### src/hw/rtl/rsht_pkg.sv
// Shared types, constants and register map of the RNG statistical health test.
package rsht_pkg;

	// Block geometry
	localparam int BLOCK_BYTES = 2500;
	localparam int CNT_W = 12;
	localparam logic [CNT_W-1:0] BLOCK_END_CNT = CNT_W'(BLOCK_BYTES % 4096);

	// Field widths
	localparam int CNT15_W = 15;
	localparam int BIN_W = 13;
	localparam int SQ_W = 25;
	localparam int POKER_W = 29;
	localparam int ADDR_W = 5;
	localparam int DATA_W = 32;

	localparam logic [CNT15_W-1:0] MAX15 = '1;
	localparam logic [BIN_W-1:0] MAX13 = '1;
	localparam logic [SQ_W-1:0] MAX25 = '1;

	// Register indexes
	localparam logic [2:0] REG_MONO_LOW = 3'd0;
	localparam logic [2:0] REG_MONO_HIGH = 3'd1;
	localparam logic [2:0] REG_MAX_RUN = 3'd2;
	localparam logic [2:0] REG_POKER_LOW = 3'd3;
	localparam logic [2:0] REG_POKER_HIGH = 3'd4;

	// Register reset values
	localparam logic [CNT15_W-1:0] MONO_LOW_RST = 15'd9654;
	localparam logic [CNT15_W-1:0] MONO_HIGH_RST = 15'd10362;
	localparam logic [CNT15_W-1:0] MAX_RUN_RST = 15'd36;
	localparam logic [POKER_W-1:0] POKER_LOW_RST = 29'd25005150;
	localparam logic [POKER_W-1:0] POKER_HIGH_RST = 29'd25285650;

	// Configuration register set
	typedef struct packed {
		logic [CNT15_W-1:0] mono_low;
		logic [CNT15_W-1:0] mono_high;
		logic [CNT15_W-1:0] max_run;
		logic [POKER_W-1:0] poker_low;
		logic [POKER_W-1:0] poker_high;
	} cfg_t;

	// Per-byte update control for the statistics units
	typedef struct packed {
		logic take;
		logic last;
	} step_t;

endpackage

### src/hw/rtl/rsht_apb_regs.sv
// APB configuration registers of the RNG statistical health test.
module rsht_apb_regs (
	input  logic                         clk,
	input  logic                         arst_n,
	input  logic                         psel,
	input  logic                         penable,
	input  logic                         pwrite,
	input  logic [rsht_pkg::ADDR_W-1:0]  paddr,
	input  logic [rsht_pkg::DATA_W-1:0]  pwdata,
	output logic [rsht_pkg::DATA_W-1:0]  prdata,
	output logic                         pready,
	output rsht_pkg::cfg_t               cfg
);

	rsht_pkg::cfg_t cfg_q;
	logic [2:0] idx;
	logic wr_en;

	assign idx = paddr[4:2];
	assign wr_en = psel && penable && pwrite;
	assign pready = 1'b1;
	assign cfg = cfg_q;

	// Write the addressed register; ignore addresses past the map
	always_ff @(posedge clk or negedge arst_n) begin
		if (!arst_n) begin
			cfg_q.mono_low <= rsht_pkg::MONO_LOW_RST;
			cfg_q.mono_high <= rsht_pkg::MONO_HIGH_RST;
			cfg_q.max_run <= rsht_pkg::MAX_RUN_RST;
			cfg_q.poker_low <= rsht_pkg::POKER_LOW_RST;
			cfg_q.poker_high <= rsht_pkg::POKER_HIGH_RST;
		end else if (wr_en) begin
			case (idx)
				rsht_pkg::REG_MONO_LOW: cfg_q.mono_low <= pwdata[rsht_pkg::CNT15_W-1:0];
				rsht_pkg::REG_MONO_HIGH: cfg_q.mono_high <= pwdata[rsht_pkg::CNT15_W-1:0];
				rsht_pkg::REG_MAX_RUN: cfg_q.max_run <= pwdata[rsht_pkg::CNT15_W-1:0];
				rsht_pkg::REG_POKER_LOW: cfg_q.poker_low <= pwdata[rsht_pkg::POKER_W-1:0];
				rsht_pkg::REG_POKER_HIGH: cfg_q.poker_high <= pwdata[rsht_pkg::POKER_W-1:0];
				default: ;
			endcase
		end
	end

	// Read back the addressed register
	always_comb begin
		case (idx)
			rsht_pkg::REG_MONO_LOW: prdata = rsht_pkg::DATA_W'(cfg_q.mono_low);
			rsht_pkg::REG_MONO_HIGH: prdata = rsht_pkg::DATA_W'(cfg_q.mono_high);
			rsht_pkg::REG_MAX_RUN: prdata = rsht_pkg::DATA_W'(cfg_q.max_run);
			rsht_pkg::REG_POKER_LOW: prdata = rsht_pkg::DATA_W'(cfg_q.poker_low);
			rsht_pkg::REG_POKER_HIGH: prdata = rsht_pkg::DATA_W'(cfg_q.poker_high);
			default: prdata = '0;
		endcase
	end

endmodule

### config.mk
export PLATFORM = sky130hd
export DESIGN_NAME = rsht_apb_regs
export DESIGN_NICKNAME = d
export VERILOG_FILES = /design/src/hw/rtl/rsht_pkg.sv /design/src/hw/rtl/rsht_apb_regs.sv
export SDC_FILE = /design/constraint.sdc
export NUM_CORES = 1
export LEC_CHECK = 0
export BUFFER_PORTS_ARGS = -buffer_cell sky130_fd_sc_hd__buf_4
export CAP_MARGIN = 40
export CORE_UTILIZATION = 29
export DETAILED_ROUTE_END_ITERATION = 10
export PLACE_DENSITY = 0.56
export SETUP_SLACK_MARGIN = 0.5
export SYNTH_ARGS = -nofsm -noshare
export SYNTH_HDL_FRONTEND = slang
export SYNTH_SLANG_ARGS = --single-unit
### constraint.sdc
create_clock -name clk -period 1.4 [get_ports clk]
set_input_delay 0.14 -clock clk [delete_from_list [all_inputs] [get_ports clk]]
set_output_delay 0.14 -clock clk [all_outputs]
set_load 0.005 [all_outputs]
==> flow_summary.yaml <==
logic_synthesis:
  synth_warnings: 0
  synthTopCellsByArea: "dfrtp_1, mux2_2, dfstp_2, mux2_4, a32oi_1"
  syn_area_um2: 4726
  yosys.area.top_type: "dfrtp_1"
  synthDistinctLibCells: 24
  synth_seq_area_share_pct: 55.63
  synth_top_cell_area_share_pct: 32.83
  syn_area_per_cell_um2: 14.72
  synthCells: 321
  synth_seq_cells: 103
sta:
  relSlewSlack_pct: 62.80
  max_freq_ghz: 0.6128
  rsz0062_at_grt: "true"
  hold_violations: 16
  worst_slack_ps: -231.9
  finalCritPeriodShare_pct: 116.6
  skew_ps: 0
  slew_violations: 0
  whs_ps: -266.1
  tightest_slew_ps: 556.8
  setup_viol: 15
  period_needed_ps: 1632
placed_design:
  placement.io_buffers: 168
  gp_congestion: 0.7981
  pre_cts_ws_ps: -115.0
  place_hpwl_um: 10270
worst_setup_path:
  worstSetupStartpointType: "flop"
  endpoint_kind: "output pin"
  slowest_delay_ps: 380
  path_delay_family: "flip-flops"
  critPathKind: "reg2out"
  cp_max_fo: 2
  crit_chain: "mux2_2, a32oi_1, o21ai_1, buf_4"
  worstPathArrival_ps: 1490
  worstPathRequired_ps: 1260
  worst-path-buf-inv: 1
  cpMaxStageDelayCell: "dfrtp_1"
final_layout:
  fillers: 1296
  nets: 649
  final_common_cell: "buf_6"
  drive_gt1_share_pct: 80.20
  final_cell_mix: "buf_6, mux2_4, buf_4"
  antennaDiodeCount: 0
  largest_register_ffs: 103
  area_growth_pct: 89.36
cts:
  clockBufferDepth: 2
  numCtsBuffers: 9
  htreeDepth: 3
  cts_tree: "done"
  clock-sinks: 103
  worst_skew_pair.late_latency_ps: 350
  root_buffer: "clkbuf_16"
  clk_pin_slew_worst_paths_ps: 70
global_route:
  antenna_found_initial: 0
  grt_pass1_vias: 3995
  grt_overflow: 0
  grt_max_degree: 33
  grt_usage_pct: 19.80
  grt_pass1_wl_um: 24170
routing:
  viasPerCell: 4.861
  vias: 4020
  drtAntennaViolNets: 0
  detail_route.wl_per_cell_um: 21.06
  wl_um: 17420
  firstDrtPassIters: 4
  drc_errors: 0
  drt_iter0_markers: 138
worst_hold_path:
  hold_path_class: "in2async"
die:
  io_pins: 178
  die_area_um2: 16810
  rows: 46
  core_area_um2: 15890
  die_height_um: 129.7
  start_util_pct: 29.75
  die_x_um: 129.7
pwr:
  p_leak_nw: 4.233
  cellPowerDensity_nw_per_um2: 1252
  peakVddDrop_mv: 0.6367
job:
  max-cap-violations: 0
outcome:
  status: "complete, but fails checks"
  violations: "negative hold slack, negative setup slack"
logic make-up after synthesis:
group	Yosys count	share of synthesized area (%)
flops	103	55.63
buf+inv	26	3.548
simple gates	13	2.409
compound gates	59	9.346
other cells	2	0.1589
mux	118	28.91
cell usage after synthesis:
library cell  count
buf_2             5
and4_1            1
mux2_2          107
clkbuf_1          6
nand4b_4          1
nor2_1            3
buf_4            11
mux2_1            1
nor3_2            1
a32oi_1          15
a22o_1           14
or3_1             1
buf_6             3
inv_1             1
a22oi_1          15
dfrtp_1          62
nand2_1           1
conb_1            2
o21ai_0          15
nor2b_1           3
nor3b_2           1
dfstp_2          41
mux2_4           10
nor3b_4           1
worst reg2reg max path, cell delays in order, from the launching register on:
cell and delay, ps:
dfrtp_1 400, buf_6 130, buf_6 110, buf_6 100
mux2_4 260
per-layer routing:
| metal | share of wire, % | up-vias | routed length, µm | GRT usage (%) |
|---|---|---|---|---|
| li1 | - | 1778 | - | - |
| met1 | 41 | 2085 | 7204 | 25.23 |
| met2 | 51 | 130 | 8864 | 32.84 |
| met3 | 5.1 | 27 | 891 | 3.964 |
| met4 | 2.6 | 0 | 455 | 8.071 |
| met5 | 0 | - | 0 | 0 |
metrics by stage:
stage	util (%)	instances	instance area [µm²]	setup TNS (ps)	power, mW
2_1_floorplan	-	323	4847	0	5.129
3_3_place_gp	41.33	714	6565	-3961	6.641
3_5_place_dp	41.33	714	6565	-6077	6.711
4_1_cts	50.86	779	8079	-2300	10.45
5_1_grt	56.33	827	8949	-3222	11.69
6_report	56.33	827	8949	-2414	11.20
final cells by class:
| type | instances | area, µm² | share of cell area [%] |
|---|---|---|---|
| clock buffers | 11 | 242.7 | 2.713 |
| clock inverters | 4 | 70.07 | 0.7830 |
| inverters | 1 | 3.754 | 0.04195 |
| multi-input cells | 194 | 2432 | 27.18 |
| flip-flops and latches | 103 | 2629 | 29.38 |
| well taps | 216 | 270.3 | 3.020 |
| repair buffers | 298 | 3301 | 36.88 |
final timing paths:
kind / startpoint / endpoint / slack [ps] / cells after the start
min in group clk: pwdata[15] / cfg[44]$_DFFE_PN1P_ / 20 / 2
max in group asynchronous: arst_n / cfg[74]$_DFFE_PN1P_ / 1040 / 2
worst min-delay path: arst_n / cfg[46]$_DFFE_PN0P_ / -270 / 1
worst max-delay path: cfg[68]$_DFFE_PN0P_ / prdata[10] / -230 / 4
worst max register to register: cfg[41]$_DFFE_PN0P_ / cfg[41]$_DFFE_PN0P_ / 290 / 4
worst min register to register: cfg[9]$_DFFE_PN0P_ / cfg[9]$_DFFE_PN0P_ / 570 / 1
power by group:
part,switching [mW],internal [mW],total [mW],leakage (nW)
registers,0.586,3.74,4.33,1.22
clock network,1.09,1.60,2.69,0.155
logic,1.20,2.99,4.19,2.86
timing repair:
action                                  in CTS  in global routing
resized for setup                          184                113
endpoints found under the setup margin     235                235
buffers inserted                            44                 46
cloned                                       6                  2
hold endpoints to repair                    16                 16
pin swaps                                   21                 15
Note: power is estimated with default switching activity, not from simulation.
